`config.mk`:
```
export PLATFORM = sky130hd
export DESIGN_NAME = trbs_ctrl
export DESIGN_NICKNAME = d
export VERILOG_FILES = /design/src/hdl/trbs_pkg.sv /design/src/hdl/trbs_ctrl.sv
export SDC_FILE = /design/constraint.sdc
export NUM_CORES = 1
export LEC_CHECK = 0
export ABC_AREA = 0
export BUFFER_PORTS_ARGS = -buffer_cell sky130_fd_sc_hd__buf_4
export CORE_AREA = 2 2 39 41
export DETAILED_ROUTE_END_ITERATION = 10
export DIE_AREA = 0 0 41 43
export HOLD_SLACK_MARGIN = 0.03
export SETUP_SLACK_MARGIN = 0.15
export SLEW_MARGIN = 10
export SYNTH_ARGS = -nofsm -noshare
export SYNTH_HDL_FRONTEND = slang
export SYNTH_SLANG_ARGS = --single-unit
```
`constraint.sdc`:
```
create_clock -name aclk -period 1 [get_ports aclk]
set_input_delay 0 -clock aclk [delete_from_list [all_inputs] [get_ports aclk]]
set_output_delay 0 -clock aclk [all_outputs]
set_load 0.02 [all_outputs]
```
`src/hdl/trbs_pkg.sv`:
```
// text row buffer package: sizes, op codes, register indexes, fsm states
// and the command group from controller to datapath; no dependencies
package trbs_pkg;

    localparam int MAX_COLUMNS  = 64;
    localparam int MAX_ROWS     = 32;
    localparam int CHAR_BITS    = 16;
    localparam int COL_BITS     = $clog2(MAX_COLUMNS);
    localparam int ROW_BITS     = $clog2(MAX_ROWS);
    localparam int LEN_BITS     = $clog2(MAX_COLUMNS + 1);
    localparam int CROW_BITS    = $clog2(MAX_ROWS + 1);
    localparam int CELL_DEPTH   = MAX_ROWS * MAX_COLUMNS;
    localparam int APB_ADDR_BITS = 3;
    localparam int IN_BITS      = 32;
    localparam int OUT_BITS     = 40;

    localparam logic [CHAR_BITS-1:0] NEWLINE_CODE = CHAR_BITS'(10);

    localparam logic REG_COLUMNS = 1'b0;
    localparam logic REG_ROWS    = 1'b1;

    typedef enum logic [1:0] {
        OP_PUSH   = 2'd0,
        OP_SCROLL = 2'd1,
        OP_CLEAR  = 2'd2,
        OP_READ   = 2'd3
    } op_t;

    typedef enum logic [1:0] {
        ST_IDLE,
        ST_EXEC,
        ST_DONE
    } state_t;

    typedef struct packed {
        logic load_in;
        logic exec;
        logic load_out;
    } cmd_t;

endpackage

```
`src/hdl/trbs_ctrl.sv`:
```
// text row buffer controller: request sequencing and result handshake
// depends on trbs_pkg
module trbs_ctrl import trbs_pkg::*; (
    input  logic aclk,
    input  logic aresetn,
    input  logic s_tvalid,
    output logic s_tready,
    output logic m_tvalid,
    input  logic m_tready,
    output cmd_t cmd
);

    state_t state_reg, state_next;
    logic   m_tvalid_reg, m_tvalid_next;
    logic   out_free;

    assign out_free = !m_tvalid_reg || m_tready;

    always_ff @(posedge aclk) begin
        if (!aresetn) begin
            state_reg    <= ST_IDLE;
            m_tvalid_reg <= 1'b0;
        end else begin
            state_reg    <= state_next;
            m_tvalid_reg <= m_tvalid_next;
        end
    end

    always_comb begin
        state_next   = state_reg;
        s_tready     = 1'b0;
        cmd          = '0;
        case (state_reg)
            ST_IDLE: begin
                s_tready = 1'b1;
                if (s_tvalid) begin
                    cmd.load_in = 1'b1;
                    state_next  = ST_EXEC;
                end
            end
            ST_EXEC: begin
                cmd.exec   = 1'b1;
                state_next = ST_DONE;
            end
            ST_DONE: begin
                if (out_free) begin
                    cmd.load_out = 1'b1;
                    state_next   = ST_IDLE;
                end
            end
            default: begin
                state_next = ST_IDLE;
            end
        endcase
        if (cmd.load_out) begin
            m_tvalid_next = 1'b1;
        end else if (m_tready) begin
            m_tvalid_next = 1'b0;
        end else begin
            m_tvalid_next = m_tvalid_reg;
        end
    end

    assign m_tvalid = m_tvalid_reg;

    a_exec_then_done: assert property (@(posedge aclk) disable iff (!aresetn)
        state_reg == ST_EXEC |=> state_reg == ST_DONE)
        else $error("execute step not followed by done");

    a_accept_then_exec: assert property (@(posedge aclk) disable iff (!aresetn)
        (s_tvalid && s_tready) |=> state_reg == ST_EXEC)
        else $error("accepted request not executed");

    a_hold_on_stall: assert property (@(posedge aclk) disable iff (!aresetn)
        (state_reg == ST_DONE && m_tvalid_reg && !m_tready) |=> state_reg == ST_DONE)
        else $error("result overwritten while output stalled");

endmodule

```
==> out/qor.yml, run 1 <==
timing:
  hold_ws_ns: 0.0631
  drv_slew: 0
  tns_ns: 0
  hold_viol: 0
  tightestPinTransition_ns: 0.172
  post-route-worst-setup-slack_ns: 0.0373
  final.setup_skew_ns: 0.000829
  post-route-period-util_pct: 96.3
  finalCriticalPeriod_ns: 0.963
  finalSetupViolCount: 0
  max_freq_ghz: 1.04
  rsz0062_at_grt: "true"
  slew_headroom_pct: 88.5
pwr:
  power.density_nw_per_um2: 1490
  switching_power_uw: 99.9
  peakVddDrop_uv: 369
  p_int_uw: 321
  pwr-share-comb_pct: 18.3
  p_leak_uw: 0.000120
  clkPwrFrac_pct: 49.9
  switching_share_pct: 23.7
  seqPwrFrac_pct: 31.8
worst_hold_path:
  hold_end: "m_tvalid"
  worstHoldStart: "m_tready"
  hold_path_depth: 3
  hold_path_class: "input port to flip-flop"
synthesis:
  syn_nets: 18
  ys_top_cells_by_area: "dfxtp_1, and4bb_1, nand2b_1"
  synth_cells: 14
  ys_types: 11
  ys_seq_area_share_pct: 41.0
  ys_warn_count: 0
  netlist.area_leader.share_pct: 41.0
  syn_area_sq_um: 146
  syn_area_per_cell_sq_um: 10.5
  ys_ff_latch: 3
  netlist.top_cell.by_area: "dfxtp_1"
route:
  firstDrtPassIters: 1
  routed_wl_microns: 332
  viasPerCell: 3.19
  drtIter0Drc: 0
  ant_nets: 0
  wl_per_cell_microns: 7.90
  vias: 134
  drc: 0
critical_path:
  crit_path_max_fanout: 5
  cpPeakStageDelay_ns: 0.34
  r2r_start: "state_reg[0]"
  cp_slowest_cell: "dfxtp_2"
  path_delay_family: "flip-flops"
  r2r-end: "state_reg[1]"
  required_ns: 1.00
  reg2reg_depth: 2
  end_kind: "output pin"
  crit_path_start_kind: "flip-flop"
  crit_chain: "nand2b_4 -> nor2b_1 -> buf_4"
  path_class: "flip-flop to output pin"
  r2r_slack_ns: 0.16
  cp.arrival_ns: 0.96
  critPathBufInv: 1
die:
  initial_core_util_pct: 10.6
  io_pins: 9
  die-height_microns: 43
  fp.dieW_microns: 41
  die_area_sq_um: 1760
  core_sq_um: 1380
  placementRows: 14
cts:
  clockRootBuffer: "clkbuf_4"
  clkTransAtPathRegs_ns: 0.04
  cts-buffers-inserted: 3
  cts_setup_buffers: 0
  clock_path_buffers: 2
  clock-sinks: 3
  cts_max_level: 1
  clock_latency_ns: 0.23
  cts_tree: "yes"
cells_and_area:
  syn_to_final_growth_pct: 93.2
  post-route-util_pct: 20.4
  finish.instance_area_sq_um: 283
  largest_reg_flops: 2
  drive_gt1_share_pct: 65.4
  n_fill_cell: 156
  antennaDiodeCount: 0
  fin_nets: 31
job:
  drv_cap: 0
global_route:
  grt_max_degree: 6
  grt_overflow: 0
  grt_usage_pct: 4.32
  grt_pass1_vias: 124
  antenna_found_initial: 0
  grt_pass1_wl_microns: 420
status:
  status: "finished clean"
placed_design:
  port-buffer-count: 8
  gp_congestion: 0.596
  placed_area_sq_um: 229
  pre_cts_ws_ns: 0.159
[layout by cell type (no fill, tap or decap)]
master	instances
nor3b_4	1
and4bb_1	1
buf_6	2
clkbuf_1	1
dfxtp_2	2
a21boi_0	1
and2_1	1
nor2_1	1
nand2b_1	1
dlygate4sd3_1	1
nand2b_4	1
clkbuf_4	3
nor2b_1	1
dfxtp_4	1
and2b_4	1
buf_4	6
o21a_1	1
[through the flow]
step | instances | power, uW
CTS | 42 | 434
detailed placement | 37 | 205
finish | 42 | 421
global placement | 37 | 204
global route | 42 | 451
floorplan | 14 | 175
[cell type report]
cell class / count / area, sq um / share of cell area [%]
repair buffers: 9 / 77.6 / 27.4
well taps: 16 / 20.0 / 7.08
clock buffers: 4 / 26.3 / 9.29
flip-flops and latches: 3 / 66.3 / 23.5
multi-input cells: 10 / 92.6 / 32.7
[worst min-delay path, stage by stage]
cell and delay, ns:
buf_4 0.08, nand2b_1 0.09, a21boi_0 0.07
[layer usage]
metal / up-vias / part of all wire, % / track usage [%]
met4: 0 / 0 / 4.00
met3: 0 / 13 / 4.71
met5: - / 0 / 0
met2: 7 / 52 / 5.94
met1: 57 / 35 / 2.89
li1: 70 / - / -
[worst max-delay path by stage]
| stage | startpoint | depth (start not counted) | to | slack, ns |
|---|---|---|---|---|
| after global placement | state_reg[0] | 2 | state_reg[1] | 0.17 |
| after detailed placement | state_reg[0] | 2 | state_reg[1] | 0.16 |
| after floorplan | state_reg[1] | 2 | state_reg[0] | 0.15 |
| final | state_reg[0] | 3 | cmd[0] | 0.04 |
| after CTS | state_reg[0] | 3 | cmd[0] | 0.02 |
| after global routing | state_reg[0] | 3 | cmd[0] | -0.02 |
[cells by family (layout without fill, tap and decap cells)]
kind of cell	count (synthesis)	count (layout)	synth area share (%)
buffers and inverters	1	13	5.13
AO/OA/AOI/OAI	2	2	10.3
flip-flops	3	3	41.0
AND/OR/NAND/NOR	8	8	43.6
[synth_stat cells]
cell type / count
dfxtp_1: 3
nand2b_1: 2
a21boi_0: 1
and2_1: 1
and2b_4: 1
and4bb_1: 1
buf_4: 1
nor2_1: 1
nor2b_1: 1
nor3b_2: 1
o21a_1: 1
[repair_timing]
item	CTS	global route
gates resized for setup	4	0
hold buffers	1	0
endpoints found under the setup margin	3	5
gates cloned	0	0
endpoints found under the hold margin	2	0
[power groups by stage]
stage	registers, uW	clock network (uW)	logic, uW
global placement	136	0	68.3
detailed placement	137	0	68.3
floorplan	137	0	37.9
global route	135	233	82.4
finish	134	210	77.1
CTS	134	221	78.5
(Power assumes the default switching activity.)
==> inputs of run 2 (changes only) <==
--- a/config.mk
+++ b/config.mk
@@ -11,6 +11,7 @@
 export DETAILED_ROUTE_END_ITERATION = 10
 export DIE_AREA = 0 0 41 43
 export HOLD_SLACK_MARGIN = 0.03
+export REMOVE_ABC_BUFFERS = 1
 export SETUP_SLACK_MARGIN = 0.15
 export SLEW_MARGIN = 10
 export SYNTH_ARGS = -nofsm -noshare
==> run 2 against run 1 <==
  * Cell count did not move
  * Count of clock-buffer cells in the layout unchanged
  * Cell area is 4.0% lower
  * Utilization down 0.81 points
  * Critical endpoint unchanged
  * Sequential share of layout area is 0.51 points higher
  * Register-to-register slack barely moved
==> out/qor.yml, run 2 (same netlist as run 1, synthesis figures left out) <==
cts:
  cts_max_level: 1
  cts_setup_buffers: 0
  cts_tree: "yes"
  clock_path_buffers: 2
  clock-sinks: 3
  cts-buffers-inserted: 3
  clkTransAtPathRegs_ns: 0.04
  clock_latency_ns: 0.23
  clockRootBuffer: "clkbuf_4"
placed_design:
  pre_cts_ws_ns: 0.116
  gp_congestion: 0.514
  port-buffer-count: 8
  placed_area_sq_um: 219
route:
  vias: 140
  viasPerCell: 3.33
  routed_wl_microns: 325
  ant_nets: 0
  drc: 0
  drtIter0Drc: 0
  wl_per_cell_microns: 7.74
  firstDrtPassIters: 1
timing:
  final.setup_skew_ns: 0.00174
  finalSetupViolCount: 0
  tns_ns: 0
  slew_headroom_pct: 90.2
  drv_slew: 0
  hold_viol: 0
  finalCriticalPeriod_ns: 0.954
  tightestPinTransition_ns: 0.146
  post-route-worst-setup-slack_ns: 0.0462
  post-route-period-util_pct: 95.4
  rsz0062_at_grt: "true"
  max_freq_ghz: 1.05
cells_and_area:
  mostFrequentLayoutCells: "buf_4, clkbuf_4"
  multi_input_area_sq_um: 86.3
  n_fill_cell: 157
  post-route-util_pct: 19.6
  largest_reg_flops: 2
  register_area_sq_um: 65.1
  drive_gt1_share_pct: 61.5
  finish.instance_area_sq_um: 272
  syn_to_final_growth_pct: 85.5
  layout_commonest_cell: "buf_4"
  fin_nets: 31
  antennaDiodeCount: 0
worst_hold_path:
  hold_path_depth: 3
  hold_path_class: "input port to flip-flop"
pwr:
  finalPower_uw: 412
  power.density_nw_per_um2: 1520
  peakVddDrop_uv: 265
  p_leak_uw: 0.000118
critical_path:
  crit_path_max_fanout: 5
  cp.depth: 3
  cp_slowest_cell: "dfxtp_2"
  cpPeakStageDelay_ns: 0.34
  crit_chain: "nand2b_4 -> nor2b_1 -> buf_4"
  end_kind: "output pin"
  r2r_slack_ns: 0.15
  critPathBufInv: 1
  crit_end: "cmd[0]"
  cp-startpoint: "state_reg[0]"
  r2r_start: "state_reg[0]"
  crit_path_start_kind: "flip-flop"
  path_class: "flip-flop to output pin"
  reg2reg_depth: 2
  path_delay_family: "flip-flops"
  required_ns: 1.00
  r2r-end: "state_reg[1]"
  cp.arrival_ns: 0.95
die:
  fp.dieW_microns: 41
  io_pins: 9
  die_area_sq_um: 1760
  placementRows: 14
  initial_core_util_pct: 10.6
  die-height_microns: 43
  core_sq_um: 1380
global_route:
  grt_pass1_wl_microns: 407
  grt_max_degree: 6
  antenna_found_initial: 0
  grt_overflow: 0
  grt_pass1_vias: 126
  grt_usage_pct: 4.41
job:
  drv_cap: 0
status:
  status: "finished clean"
run 2: worst reg2reg max path: cells and delay by family (launching register included):
family           cells  cell delay (ns)
AND/OR/NAND/NOR      1             0.19
AO/OA/AOI/OAI        1             0.18
flip-flops           1             0.36
run 2: per-layer routing:
| metal | GRT usage (%) | vias to the layer above | share of wire, % |
|---|---|---|---|
| met5 | 0 | - | 0 |
| met4 | 4.00 | 0 | 0 |
| met3 | 6.28 | 0 | 16 |
| met2 | 6.25 | 8 | 45 |
| met1 | 1.92 | 61 | 39 |
| li1 | - | 71 | - |
run 2: through the flow:
step / hold slack, ns / cells
floorplan: 0.117 / 13
global placement: 0.222 / 37
detailed placement: 0.231 / 37
CTS: 0.0755 / 42
global route: 0.102 / 42
finish: 0.0753 / 42
run 2: worst min-delay path by stage:
stage             start            to  slack, ns
2_1_floorplan   aresetn  state_reg[1]       0.12
3_3_place_gp    aresetn  state_reg[1]       0.22
3_5_place_dp    aresetn  state_reg[1]       0.23
4_1_cts        m_tready      m_tvalid       0.08
5_1_grt        m_tready      m_tvalid       0.10
6_report       m_tready      m_tvalid       0.08
run 2: layout make-up:
cell class                      count  area share, %
Sequential cell                     3           24.0
Timing Repair Buffer                9           27.2
Multi-Input combinational cell     10           31.8
Clock buffer                        4           9.68
Tap cell                           16           7.37
run 2: report_power, final:
group          internal [uW]  total (uW)  leakage, uW  switching, uW
clock network            149         208    0.0000150           58.3
logic                   42.0        71.2    0.0000769           29.2
registers                125         133    0.0000256           7.64
run 2: timing repair:
item / in CTS / in global routing
gates resized for setup: 5 / 0
hold buffers: 1 / 0
endpoints found under the setup margin: 4 / 4
endpoints found under the hold margin: 2 / 0
pin swaps: 1 / 0
==> inputs of run 3 (changes only) <==
--- a/config.mk
+++ b/config.mk
@@ -11,6 +11,7 @@
 export DETAILED_ROUTE_END_ITERATION = 10
 export DIE_AREA = 0 0 41 43
 export HOLD_SLACK_MARGIN = 0.03
+export PLACE_DENSITY = 0.3
 export REMOVE_ABC_BUFFERS = 1
 export SETUP_SLACK_MARGIN = 0.15
 export SLEW_MARGIN = 10
==> run 3 against run 2 <==
  * Setup slack got worse by 0.0098 ns
  * Largest power group unchanged
  * Non-clock buffer count unchanged
  * Critical endpoint is now cmd[2]
  * Critical path type unchanged
  * Critical path depth fell by 1
==> out/qor.yml, run 3 (same netlist as run 1, synthesis figures left out) <==
status:
  status: "finished clean"
placed_design:
  gp_congestion: 0.574
  port-buffer-count: 8
  placed_area_sq_um: 219
  hpwl_microns: 246
  pre_cts_ws_ns: 0.124
timing:
  max_freq_ghz: 1.04
  rsz0062_at_grt: "true"
  post-route-worst-setup-slack_ns: 0.0364
  tns_ns: 0
  final.setup_skew_ns: 0.00242
  drv_slew: 0
  hold_viol: 0
  post-route-period-util_pct: 96.4
  slew_headroom_pct: 89.0
  hold_ws_ns: 0.0709
  finalCriticalPeriod_ns: 0.964
  finalSetupViolCount: 0
  tightestPinTransition_ns: 0.164
critical_path:
  reg2reg_depth: 2
  critPathBufInv: 1
  required_ns: 1.00
  path_delay_family: "flip-flops"
  crit_path_start_kind: "flip-flop"
  crit_path_max_fanout: 5
  cp.arrival_ns: 0.96
  cp_slowest_cell: "dfxtp_4"
  cp.depth: 2
  end_kind: "output pin"
  cpPeakStageDelay_ns: 0.35
  crit_chain: "nor3b_2 -> buf_4"
  path_class: "flip-flop to output pin"
cells_and_area:
  register_area_sq_um: 65.1
  multi_input_area_sq_um: 86.3
  largest_reg_flops: 2
  layout_commonest_cell: "buf_4"
  n_fill_cell: 152
  mostFrequentLayoutCells: "buf_4, clkbuf_4"
  drive_gt1_share_pct: 61.5
  syn_to_final_growth_pct: 85.5
  post-route-util_pct: 19.6
  fin_nets: 31
  finish.instance_area_sq_um: 272
  antennaDiodeCount: 0
die:
  die_area_sq_um: 1760
  initial_core_util_pct: 10.6
  die-height_microns: 43
  io_pins: 9
  fp.dieW_microns: 41
  core_sq_um: 1380
  placementRows: 14
route:
  routed_wl_microns: 341
  drtIter0Drc: 2
  vias: 138
  drc: 0
  wl_per_cell_microns: 8.12
  firstDrtPassIters: 2
  ant_nets: 0
  viasPerCell: 3.29
cts:
  clock_latency_ns: 0.23
  clockRootBuffer: "clkbuf_4"
  clock_path_buffers: 2
  clkTransAtPathRegs_ns: 0.04
  cts-buffers-inserted: 3
  cts_max_level: 1
  cts_tree: "yes"
  clock-sinks: 3
pwr:
  power.density_nw_per_um2: 1540
  p_leak_uw: 0.000118
  peakVddDrop_uv: 521
global_route:
  antenna_found_initial: 0
  busiest_layer: "met4"
  grt_util_met3_pct: 1.57
  grt_usage_pct: 5.21
  grt_pass1_vias: 153
  grt_max_degree: 6
  use_met2_pct: 6.25
  grt_pass1_wl_microns: 558
  grt_overflow: 0
  use_met1_pct: 5.43
worst_hold_path:
  hold_path_depth: 3
  hold_path_class: "input port to flip-flop"
job:
  drv_cap: 0
[run 3: cell counts in the layout (fill, tap and decap cells not counted)]
No cell type changed its count.
[run 3: final timing paths]
kind | startpoint | end | slack [ns]
min reg2reg | m_tvalid | m_tvalid | 0.52
min | m_tready | m_tvalid | 0.07
max reg2reg | state_reg[1] | state_reg[1] | 0.16
max | state_reg[1] | cmd[2] | 0.04
[run 3: what timing repair did]
action	in CTS	in global routing
pin swaps	1	0
gates resized for setup	5	0
endpoints found under the hold margin	2	0
setup buffers	0	0
hold buffers	1	0
endpoints found under the setup margin	5	5
[run 3: layout make-up]
| cell class | count | share of cell area (%) |
|---|---|---|
| clock buffer | 4 | 9.68 |
| multi-input combinational | 10 | 31.8 |
| sequential | 3 | 24.0 |
| tap | 16 | 7.37 |
| timing repair buffer | 9 | 27.2 |
[run 3: power by group]
| group | internal, uW | total, uW | switching, uW |
|---|---|---|---|
| clock | 150 | 213 | 63.8 |
| sequential | 125 | 132 | 7.30 |
| combinational | 42.0 | 71.6 | 29.5 |
| total | 317 | 417 | 101 |
[run 3: metrics by stage]
step / power (uW) / instances
2_1_floorplan: 167 / 13
3_3_place_gp: 199 / 37
3_5_place_dp: 199 / 37
4_1_cts: 429 / 42
5_1_grt: 438 / 42
6_report: 417 / 42
[run 3: routing by layer]
metal / wire (microns) / up-vias
li1: - / 69
met2: 122 / 11
met3: 37 / 2
met5: 0 / -
met4: 18 / 0
met1: 163 / 56
[run 3: worst register-to-register path: cells and delay by family (launching register included)]
kind               cells  cell delay, ns
DFF                    1            0.37
and+or+nand+nor        1            0.20
AOI/OAI and AO/OA      1            0.17
